<file path="config.mk">
export PLATFORM = sky130hd
export DESIGN_NAME = hcb_min2
export DESIGN_NICKNAME = d
export VERILOG_FILES = /design/src/rtl/core/hcb_pkg.sv /design/src/rtl/core/hcb_min2.sv
export SDC_FILE = /design/constraint.sdc
export NUM_CORES = 1
export LEC_CHECK = 0
export BUFFER_PORTS_ARGS = -buffer_cell sky130_fd_sc_hd__buf_2
export CAP_MARGIN = 20
export CORE_ASPECT_RATIO = 1.4
export CORE_MARGIN = 10
export CORE_UTILIZATION = 54
export CTS_BUF_LIST = sky130_fd_sc_hd__clkbuf_4 sky130_fd_sc_hd__clkbuf_8
export DETAILED_ROUTE_END_ITERATION = 10
export HOLD_SLACK_MARGIN = 0.06
export PLACE_DENSITY_LB_ADDON = 0.08
export SYNTH_ARGS = -nofsm -noshare
export SYNTH_HDL_FRONTEND = slang
export SYNTH_SLANG_ARGS = --single-unit
</file>
<file path="constraint.sdc">
create_clock -name clk -period 4.92 [get_ports clk]
set_clock_uncertainty 0.05 [all_clocks]
set_input_delay 0.492 -clock clk [delete_from_list [all_inputs] [get_ports clk]]
set_output_delay 0.492 -clock clk [all_outputs]
set_load 0.01 [all_outputs]
</file>
<file path="src/rtl/core/hcb_pkg.sv">
package hcb_pkg;

  // Command codes carried in the input beat.
  localparam logic [1:0] CMD_COUNT  = 2'd0;
  localparam logic [1:0] CMD_BUILD  = 2'd1;
  localparam logic [1:0] CMD_ENCODE = 2'd2;
  localparam logic [1:0] CMD_CLEAR  = 2'd3;

  // Status codes returned with every result beat.
  localparam logic [2:0] STS_OK        = 3'd0;
  localparam logic [2:0] STS_ABSENT    = 3'd1;
  localparam logic [2:0] STS_TOO_LONG  = 3'd2;
  localparam logic [2:0] STS_SATURATED = 3'd3;
  localparam logic [2:0] STS_NOT_BUILT = 3'd4;

  localparam int DISTINCT_W = 9;

  typedef enum logic [3:0] {
    ST_IDLE,
    ST_CNT,
    ST_ENC,
    ST_LEAF,
    ST_MTOP,
    ST_SCAN,
    ST_MW0,
    ST_MW1,
    ST_MW2,
    ST_CODE,
    ST_CFET,
    ST_WREQ,
    ST_WDAT,
    ST_RESP
  } hcb_state_t;

endpackage

</file>
<file path="src/rtl/core/hcb_min2.sv">
// Tracks the lowest and second lowest frequency over a stream of nodes.
// Strict compares keep the first sampled index among equal frequencies.
module hcb_min2
  import hcb_pkg::*;
#(
  parameter int FW = 24,
  parameter int IW = 9
) (
  input  logic          clk,
  input  logic          clr,
  input  logic          smp,
  input  logic [FW-1:0] smp_freq,
  input  logic [IW-1:0] smp_idx,
  output logic [FW-1:0] m1_freq,
  output logic [IW-1:0] m1_idx,
  output logic          m1_have,
  output logic [FW-1:0] m2_freq,
  output logic [IW-1:0] m2_idx,
  output logic          m2_have
);

  logic [FW-1:0] f1_r, f1_nxt, f2_r, f2_nxt;
  logic [IW-1:0] i1_r, i1_nxt, i2_r, i2_nxt;
  logic          h1_r, h1_nxt, h2_r, h2_nxt;

  // Insert the new sample into the two-entry sorted list.
  always_comb begin
    f1_nxt = f1_r;
    i1_nxt = i1_r;
    h1_nxt = h1_r;
    f2_nxt = f2_r;
    i2_nxt = i2_r;
    h2_nxt = h2_r;
    if (clr) begin
      h1_nxt = 1'b0;
      h2_nxt = 1'b0;
    end else if (smp) begin
      if (!h1_r || smp_freq < f1_r) begin
        f2_nxt = f1_r;
        i2_nxt = i1_r;
        h2_nxt = h1_r;
        f1_nxt = smp_freq;
        i1_nxt = smp_idx;
        h1_nxt = 1'b1;
      end else if (!h2_r || smp_freq < f2_r) begin
        f2_nxt = smp_freq;
        i2_nxt = smp_idx;
        h2_nxt = 1'b1;
      end
    end
  end

  always_ff @(posedge clk) begin
    f1_r <= f1_nxt;
    i1_r <= i1_nxt;
    h1_r <= h1_nxt;
    f2_r <= f2_nxt;
    i2_r <= i2_nxt;
    h2_r <= h2_nxt;
  end

  assign m1_freq = f1_r;
  assign m1_idx  = i1_r;
  assign m1_have = h1_r;
  assign m2_freq = f2_r;
  assign m2_idx  = i2_r;
  assign m2_have = h2_r;

endmodule

</file>
* Word level (Yosys, flattened, before mapping) *
Cells that the tools add are included.

cells by class
  reductions and logical operators = 9
  muxes and demuxes = 6
  order comparisons = 2
  bitwise logic cells = 1

operator list
  cell               count
  $lt 24x24->1       2
  $mux 24            2
  $mux 9             2
  $reduce_and 3->1   2
  $reduce_and 2->1   2
  $logic_not 1->1    2
  $logic_or 1x1->1   2
  $mux 1             2
  $reduce_bool 2->1  1
  $not 1->1          1

word-level totals
  flip-flop bits (word level) = 68
  logic and storage cells = 24
  input port bits = 36
  output and inout port bits = 68

* Depth between registers and ports, before layout *
Gate-level depths: netlist of the first run.

  depth after elaboration = 4
  depth in mapped cells = 9

* Worst setup path after synthesis of the first run *
No wires, ideal clock.

  path type = input to register
  start point = input port smp_freq[6]
  end point = register f2_r[0] (netlist: m2_freq[0]) (enable)
  arrival time = 3.124 ns
  required time = 4.438 ns
  setup slack = 1.314 ns
  path buffers = 0
  cell stages on the path = 6
  cells stage by stage = ha_1 a21o_1 a221o_1 a31oi_1 o22ai_1 o2bb2ai_1

between the ends
  cells in the longest elaborated chain, start to end = 4
  elaborated cells on any way between the ends = 6

RTL lines
  element                                     line                            text
  start, declared                             hcb_min2.sv:12                  input logic [FW-1:0] smp_freq,
  $lt 24x24->1, on equally long branches      hcb_min2.sv:38, hcb_min2.sv:45
  $logic_or 1x1->1, on equally long branches  hcb_min2.sv:38, hcb_min2.sv:45
  $reduce_bool 2->1 (no source line) (*)      -
  $reduce_and 3->1 (no source line) (*)       -
  end signal, assigned                        hcb_min2.sv:57                  f2_r <= f2_nxt;
  end, declared                               hcb_min2.sv:22                  logic [FW-1:0] f1_r, f1_nxt, f2_r, f2_nxt;

Mark *: on every way between the ends. The rest lies on a longest branch, timed or not.
A chain may end at the register's enable or synchronous reset.

* Final worst setup path of the first run *
  start point = register f1_r[2] (netlist: m1_freq[2])
  end point = register f1_r[22] (netlist: m1_freq[22]) (enable)

between the ends
  cells in the longest elaborated chain, start to end = 3

RTL lines
  element                            line            text
  start, declared                    hcb_min2.sv:22
  start signal, assigned             hcb_min2.sv:54  f1_r <= f1_nxt;
  $lt 24x24->1                       hcb_min2.sv:38  if (!h1_r || smp_freq < f1_r) begin
  $logic_or 1x1->1                   hcb_min2.sv:38
  $reduce_and 3->1 (no source line)  -

Every way passes these cells.

==> metrics, run 1 <==
Sequential Power Share 0.488; Tmin final 3.02 ns; critical-path cell list inv_1, ha_1, a21oi_1, o21ai_0, a31oi_1, o21ai_1, a32oi_4, and2_2; utilization after layout 0.688; Fin. Hold Viols 0; top-level I/O count 104; Final nets 467; drc violations 0; Sum Neg Setup Slack 0 ns; Synth Register Bits 68; most common cell after layout, fill and taps aside buf_2; Max Fanout on Critical Path 33; final HPWL from detailed placement 6290 µm; xor and xnor area share after synthesis 0; Synth cell types 37; Worst-path clk slew 0.08 ns; fillcell total 541; Compound-Gate Fraction of Synth Area 0.0745; Die H 119 µm; first-pass GRT wire length 13300 µm; post-synthesis adder-cell area fraction 0.153; RSZ-0062 raised after global routing no; Post-Syn Area per Cell 13.8 µm²; Chip Width 90.5 µm; synth top area cells edfxtp_1, ha_1, mux2_4; max frequency 0.331 GHz; clk sink count 68; post-CTS sizing 0; Via-to-Cell Ratio 5.22; mux contribution to synthesized area 0.129; DRT antenna net count 0; initial antenna violation count 0; CTS Buffer Depth 2; # Max-Cap Violations 0; hold_ws 0.281 ns; critical path data required time 4.84 ns; die area 10800 µm²; proportion of power drawn by the clock network 0.347; final wirelength 8130 µm; Power Internal 1070 µW; Starting Density 0.561; Core ar. 6700 µm²; Syn. warnings 0; clk_lat worst skew 0.34 ns; outcome finished clean; syn nets 354; PD cells 312 nW/µm²; Tcrit/Tclk final 0.614; Synth top area share 0.527; Post-Synthesis Cells 272; vias in the first global route 2681; Critical Path Source Type flop; Worst Path Arrival 2.93 ns; H-Tree Depth 3; cell taking the most area after synthesis edfxtp_1; total congestion overflow 0; GPL Wtd Cong 0.775; Place WS 1.66 ns; Synth Cell Area 3760 µm²; CP Class reg2reg; P&R area growth vs syn 22.5%; row count 35; CP bufs+invs 1; Critical Path Max Stage Delay 0.82 ns; Clock Root Buffer clkbuf_8; Port Buffers 103; Hold Crit Class in2reg; final setup fails 0; sw power 363 µW; Total GRT Usage 0.153; most frequent cells in the layout buf_2, edfxtp_1, inv_1, ha_1, mux2_4; Slew Viols, Final 0; CTS Hold Bufs 0; Simple-Gate Fraction of Synth Area 0.0506; layout cell share with drive strength beyond 1 0.410; Num CTS Buffers 9; final worst slack 1.90 ns; sequential share of the synthesized area 0.538; Slew @ Worst Pin 1.01 ns; CP delay by family, top compound AO/OA/AOI/OAI gates; router iterations before antenna repair 5; diodes inserted 0; main combinational cell family by area after synthesis adder cells; post-CTS setup buffer count 0; Max-slew headroom 0.325; P_leak 0.00222 µW; Routed WL per cell 16.9 µm; Crit-path slowest cell and2_2; pin count of the biggest net entering global routing 34; Worst VDD drop 0.226 mV; DR iter-0 viols 91; via count 2514; Combinational Power Share 0.165; switching part of the total 0.253; CTS tree yes; CP Capture Type flop
synth_stat cells, drive strengths merged:
master / instances
ha: 46
a211oi: 3
o22ai: 1
o2bb2ai: 1
nand2: 12
nand4: 5
mux2: 33
o21bai: 1
o221a: 1
o21ai: 5
a31oi: 2
nor4: 1
o211ai: 2
a21oi: 15
nor2b: 2
inv: 46
a221o: 1
a32oi: 1
a21o: 3
nor2: 6
buf: 3
edfxtp: 66
or3: 2
a2111oi: 1
and3: 1
nand2b: 1
and2: 1
dfxtp: 2
mux2i: 1
a21boi: 1
o31ai: 1
nand3: 4
o21a: 1
logic make-up (layout without fill, tap and decap cells):
kind of cell | Yosys count | in the layout
buf+inv | 49 | 167
compound gates | 40 | 40
simple gates | 35 | 35
flops | 68 | 68
fa+ha+maj | 46 | 46
mux | 34 | 34
path summary, 6_finish.rpt:
| check | startpoint | to | slack (ns) | depth (start not counted) |
|---|---|---|---|---|
| setup / recovery | m1_freq[2]$_DFFE_PP_ | m1_freq[22]$_DFFE_PP_ | 1.90 | 8 |
| hold / removal | clr | m1_have$_SDFFE_PP0P_ | 0.28 | 2 |
| setup reg to reg | m1_freq[2]$_DFFE_PP_ | m1_freq[22]$_DFFE_PP_ | 1.90 | 8 |
| hold reg to reg | m1_have$_SDFFE_PP0P_ | m1_have$_SDFFE_PP0P_ | 0.53 | 2 |
power by group through the flow:
stage          clock network [µW]  logic [µW]  registers, µW
2_1_floorplan                   0         129            730
3_3_place_gp                    0         236            713
3_5_place_dp                    0         240            714
4_1_cts                       505         243            702
5_1_grt                       530         267            707
6_report                      498         237            701
worst register-to-register path, cell delays in order (launching register included):
cell and delay (ns):
edfxtp_1 0.43, inv_1 0.08, ha_1 0.24, a21oi_1 0.13
o21ai_0 0.08, a31oi_1 0.21, o21ai_1 0.12, a32oi_4 0.46
and2_2 0.82
metrics by stage:
step / power (µW) / area, µm² / std cells
after floorplan: 860 / 3760 / 272
after global placement: 949 / 4390 / 466
after detailed placement: 955 / 4390 / 466
after CTS: 1450 / 4610 / 482
after global routing: 1500 / 4610 / 482
final: 1440 / 4610 / 482
per-layer routing:
metal / wire [µm] / GRT usage / share of wire / vias up
li1: - / - / - / 1234
met1: 3270 / 0.167 / 0.40 / 1193
met2: 4090 / 0.258 / 0.50 / 76
met3: 660 / 0.0659 / 0.081 / 11
met4: 122 / 0.0519 / 0.015 / 0
met5: 0 / 0 / 0 / -
final cells by class:
class / count / area (µm²) / share of cell area
clock buffer: 9 / 124 / 0.0269
inverter: 46 / 173 / 0.0375
clock inverter: 7 / 91.3 / 0.0198
sequential: 68 / 2020 / 0.439
timing repair buffer: 105 / 531 / 0.115
multi-input combinational: 155 / 1550 / 0.337
tap: 92 / 115 / 0.0250
sequential cells by signal, summed over array words and instances (netlist names):
signal / count
m1_freq: 24
m1_have: 1
m1_idx: 9
m2_freq: 24
m2_have: 1
m2_idx: 9
Power figures use the tool's default switching activity.
==> run 2, diff against run 1 <==
--- a/config.mk
+++ b/config.mk
@@ -9,7 +9,7 @@
 export CAP_MARGIN = 20
 export CORE_ASPECT_RATIO = 1.4
 export CORE_MARGIN = 10
-export CORE_UTILIZATION = 54
+export CORE_UTILIZATION = 49
 export CTS_BUF_LIST = sky130_fd_sc_hd__clkbuf_4 sky130_fd_sc_hd__clkbuf_8
 export DETAILED_ROUTE_END_ITERATION = 10
 export HOLD_SLACK_MARGIN = 0.06
==> constraint.sdc (replaced) <==
create_clock -name clk -period 2.64 [get_ports clk]
set_clock_uncertainty 0.05 [all_clocks]
set_input_delay 0.264 -clock clk [delete_from_list [all_inputs] [get_ports clk]]
set_output_delay 0.264 -clock clk [all_outputs]
set_load 0.01 [all_outputs]
==> metrics, run 2 (synthesis gave the netlist of run 1 again) <==
via count 2628 (was 2514); Finished Layout Cells 511 (was 482); hold path cells 1 (was 2); most frequent cells in the layout buf_2, edfxtp_1, inv_1, ha_1, mux2_4 (unchanged); Fin. Hold Viols 0 (unchanged); final wirelength 8710 µm (was 8130 µm); P&R area growth vs syn 30.5% (was 22.5%); critical-path cell list inv_1, ha_1, a21oi_1, o21ai_0, a31oi_1, o21ai_2, a32oi_4, buf_12, buf_12, mux2_4 (was inv_1, ha_1, a21oi_1, o21ai_0, a31oi_1, o21ai_1, a32oi_4, and2_2); Total GRT Usage 0.154 (was 0.153); clk sink count 68 (unchanged); Tcrit/Tclk final 0.939 (was 0.614); Worst-path clk slew 0.09 ns (was 0.08 ns); CP Capture Type flop (unchanged); diodes inserted 0 (unchanged); critical path data required time 2.69 ns (was 4.84 ns); DRT antenna net count 0 (unchanged); pin count of the biggest net entering global routing 20 (was 34); Max-slew headroom 0.717 (was 0.325); Crit-path slowest cell edfxtp_1 (was and2_2); Sum Neg Setup Slack 0 ns (unchanged); Critical Path Max Stage Delay 0.43 ns (was 0.82 ns); Slew @ Worst Pin 0.424 ns (was 1.01 ns); Core ar. 7410 µm² (was 6700 µm²); R2R cell count 10 (was 8); CTS tree yes (unchanged); Via-to-Cell Ratio 5.14 (was 5.22); Num CTS Buffers 9 (unchanged); fillcell total 576 (was 541); CP bufs+invs 3 (was 1); drc violations 0 (unchanged); initial antenna violation count 0 (unchanged); Worst VDD drop 0.594 mV (was 0.226 mV); CP most frequent cell buf_12; CTS Buffer Depth 2 (unchanged); Final Power 2760 µW (was 1440 µW); Routed WL per cell 17.0 µm (was 16.9 µm); most common cell after layout, fill and taps aside buf_2 (unchanged); router iterations before antenna repair 4 (was 5); final HPWL from detailed placement 6630 µm (was 6290 µm); Worst Path Arrival 2.53 ns (was 2.93 ns); top-level I/O count 104 (unchanged); first-pass GRT wire length 13800 µm (was 13300 µm); Slew Viols, Final 0 (unchanged); Place WS 0.0949 ns (was 1.66 ns); Hold Crit Class in2reg (unchanged); RSZ-0062 raised after global routing yes (was no); outcome finished clean (unchanged); Max Fanout on Critical Path 14 (was 33); total congestion overflow 0 (unchanged); clk_lat worst skew 0.36 ns (was 0.34 ns); Final nets 491 (was 467); max frequency 0.403 GHz (was 0.331 GHz); CP Class reg2reg (unchanged); dpl cells 478 (was 466); Chip Width 94.0 µm (was 90.5 µm); # Max-Cap Violations 0 (unchanged); row count 37 (was 35); Clock Root Buffer clkbuf_8 (unchanged); utilization after layout 0.663 (was 0.688); CP delay by family, top compound AO/OA/AOI/OAI gates (unchanged); final worst slack 0.160 ns (was 1.90 ns); PD cells 563 nW/µm² (was 312 nW/µm²); Critical Path Source Type flop (unchanged); P_leak 0.00235 µW (was 0.00222 µW); Port Buffers 103 (unchanged); DR iter-0 viols 93 (was 91); die area 11600 µm² (was 10800 µm²); Tmin final 2.48 ns (was 3.02 ns); WP depth 10 (was 8); Starting Density 0.508 (was 0.561); vias in the first global route 2811 (was 2681); Die H 124 µm (was 119 µm); GPL Wtd Cong 0.733 (was 0.775); H-Tree Depth 3 (unchanged); final setup fails 0 (unchanged); layout cell share with drive strength beyond 1 0.425 (was 0.410)
-- run 2: changes by cell type in the layout (fill, tap and decap cells not counted), sizes merged --
cell / previous run / this run
clkinvlp: 0 / 2
buf: 105 / 119
clkinv: 5 / 1
inv: 46 / 48
dlygate4sd3: 0 / 10
-- run 2: path summary, 6_finish.rpt --
check                              end  slack, ns                 start
setup reg to reg   m2_idx[3]$_DFFE_PP_       0.16  m1_freq[2]$_DFFE_PP_
hold / removal    m1_freq[2]$_DFFE_PP_       0.08           smp_freq[2]
setup / recovery   m2_idx[3]$_DFFE_PP_       0.16  m1_freq[2]$_DFFE_PP_
hold reg to reg   m2_have$_SDFFE_PP0P_       0.51  m2_have$_SDFFE_PP0P_
-- run 2: metrics by stage --
step	area (µm²)	hold WS, ns
6_report	4910	0.0827
3_3_place_gp	4500	0.405
5_1_grt	4910	0.0675
2_1_floorplan	3780	0.286
4_1_cts	4820	0.0671
3_5_place_dp	4500	0.409
-- run 2: layer usage --
metal	wire length, µm	up-vias	GRT usage
li1	-	1277	-
met1	3400	1253	0.161
met2	4350	85	0.264
met3	782	13	0.0638
met4	172	0	0.0667
met5	0	-	0
-- run 2: power by group --
group	leakage (µW)	internal [µW]	switching, µW
registers	0.000643	1270	36.9
clock network	0.000106	536	423
logic	0.00160	246	254
total	0.00235	2050	713
-- run 2: area by class of cell --
class | count | area (µm²) | share of cell area
Clock buffer | 9 | 124 | 0.0252
Inverter | 46 | 173 | 0.0352
Multi-Input combinational cell | 155 | 1560 | 0.318
Sequential cell | 68 | 2020 | 0.412
Timing Repair Buffer | 129 | 811 | 0.165
Tap cell | 97 | 121 | 0.0247
Clock inverter | 7 | 97.6 | 0.0199
-- run 2: timing repair --
item / in CTS / in global routing
hold buffers: 10 / 0
gates resized for setup: 0 / 2
setup endpoints to repair: 0 / 88
hold endpoints to repair: 11 / 0
setup buffers: 0 / 7
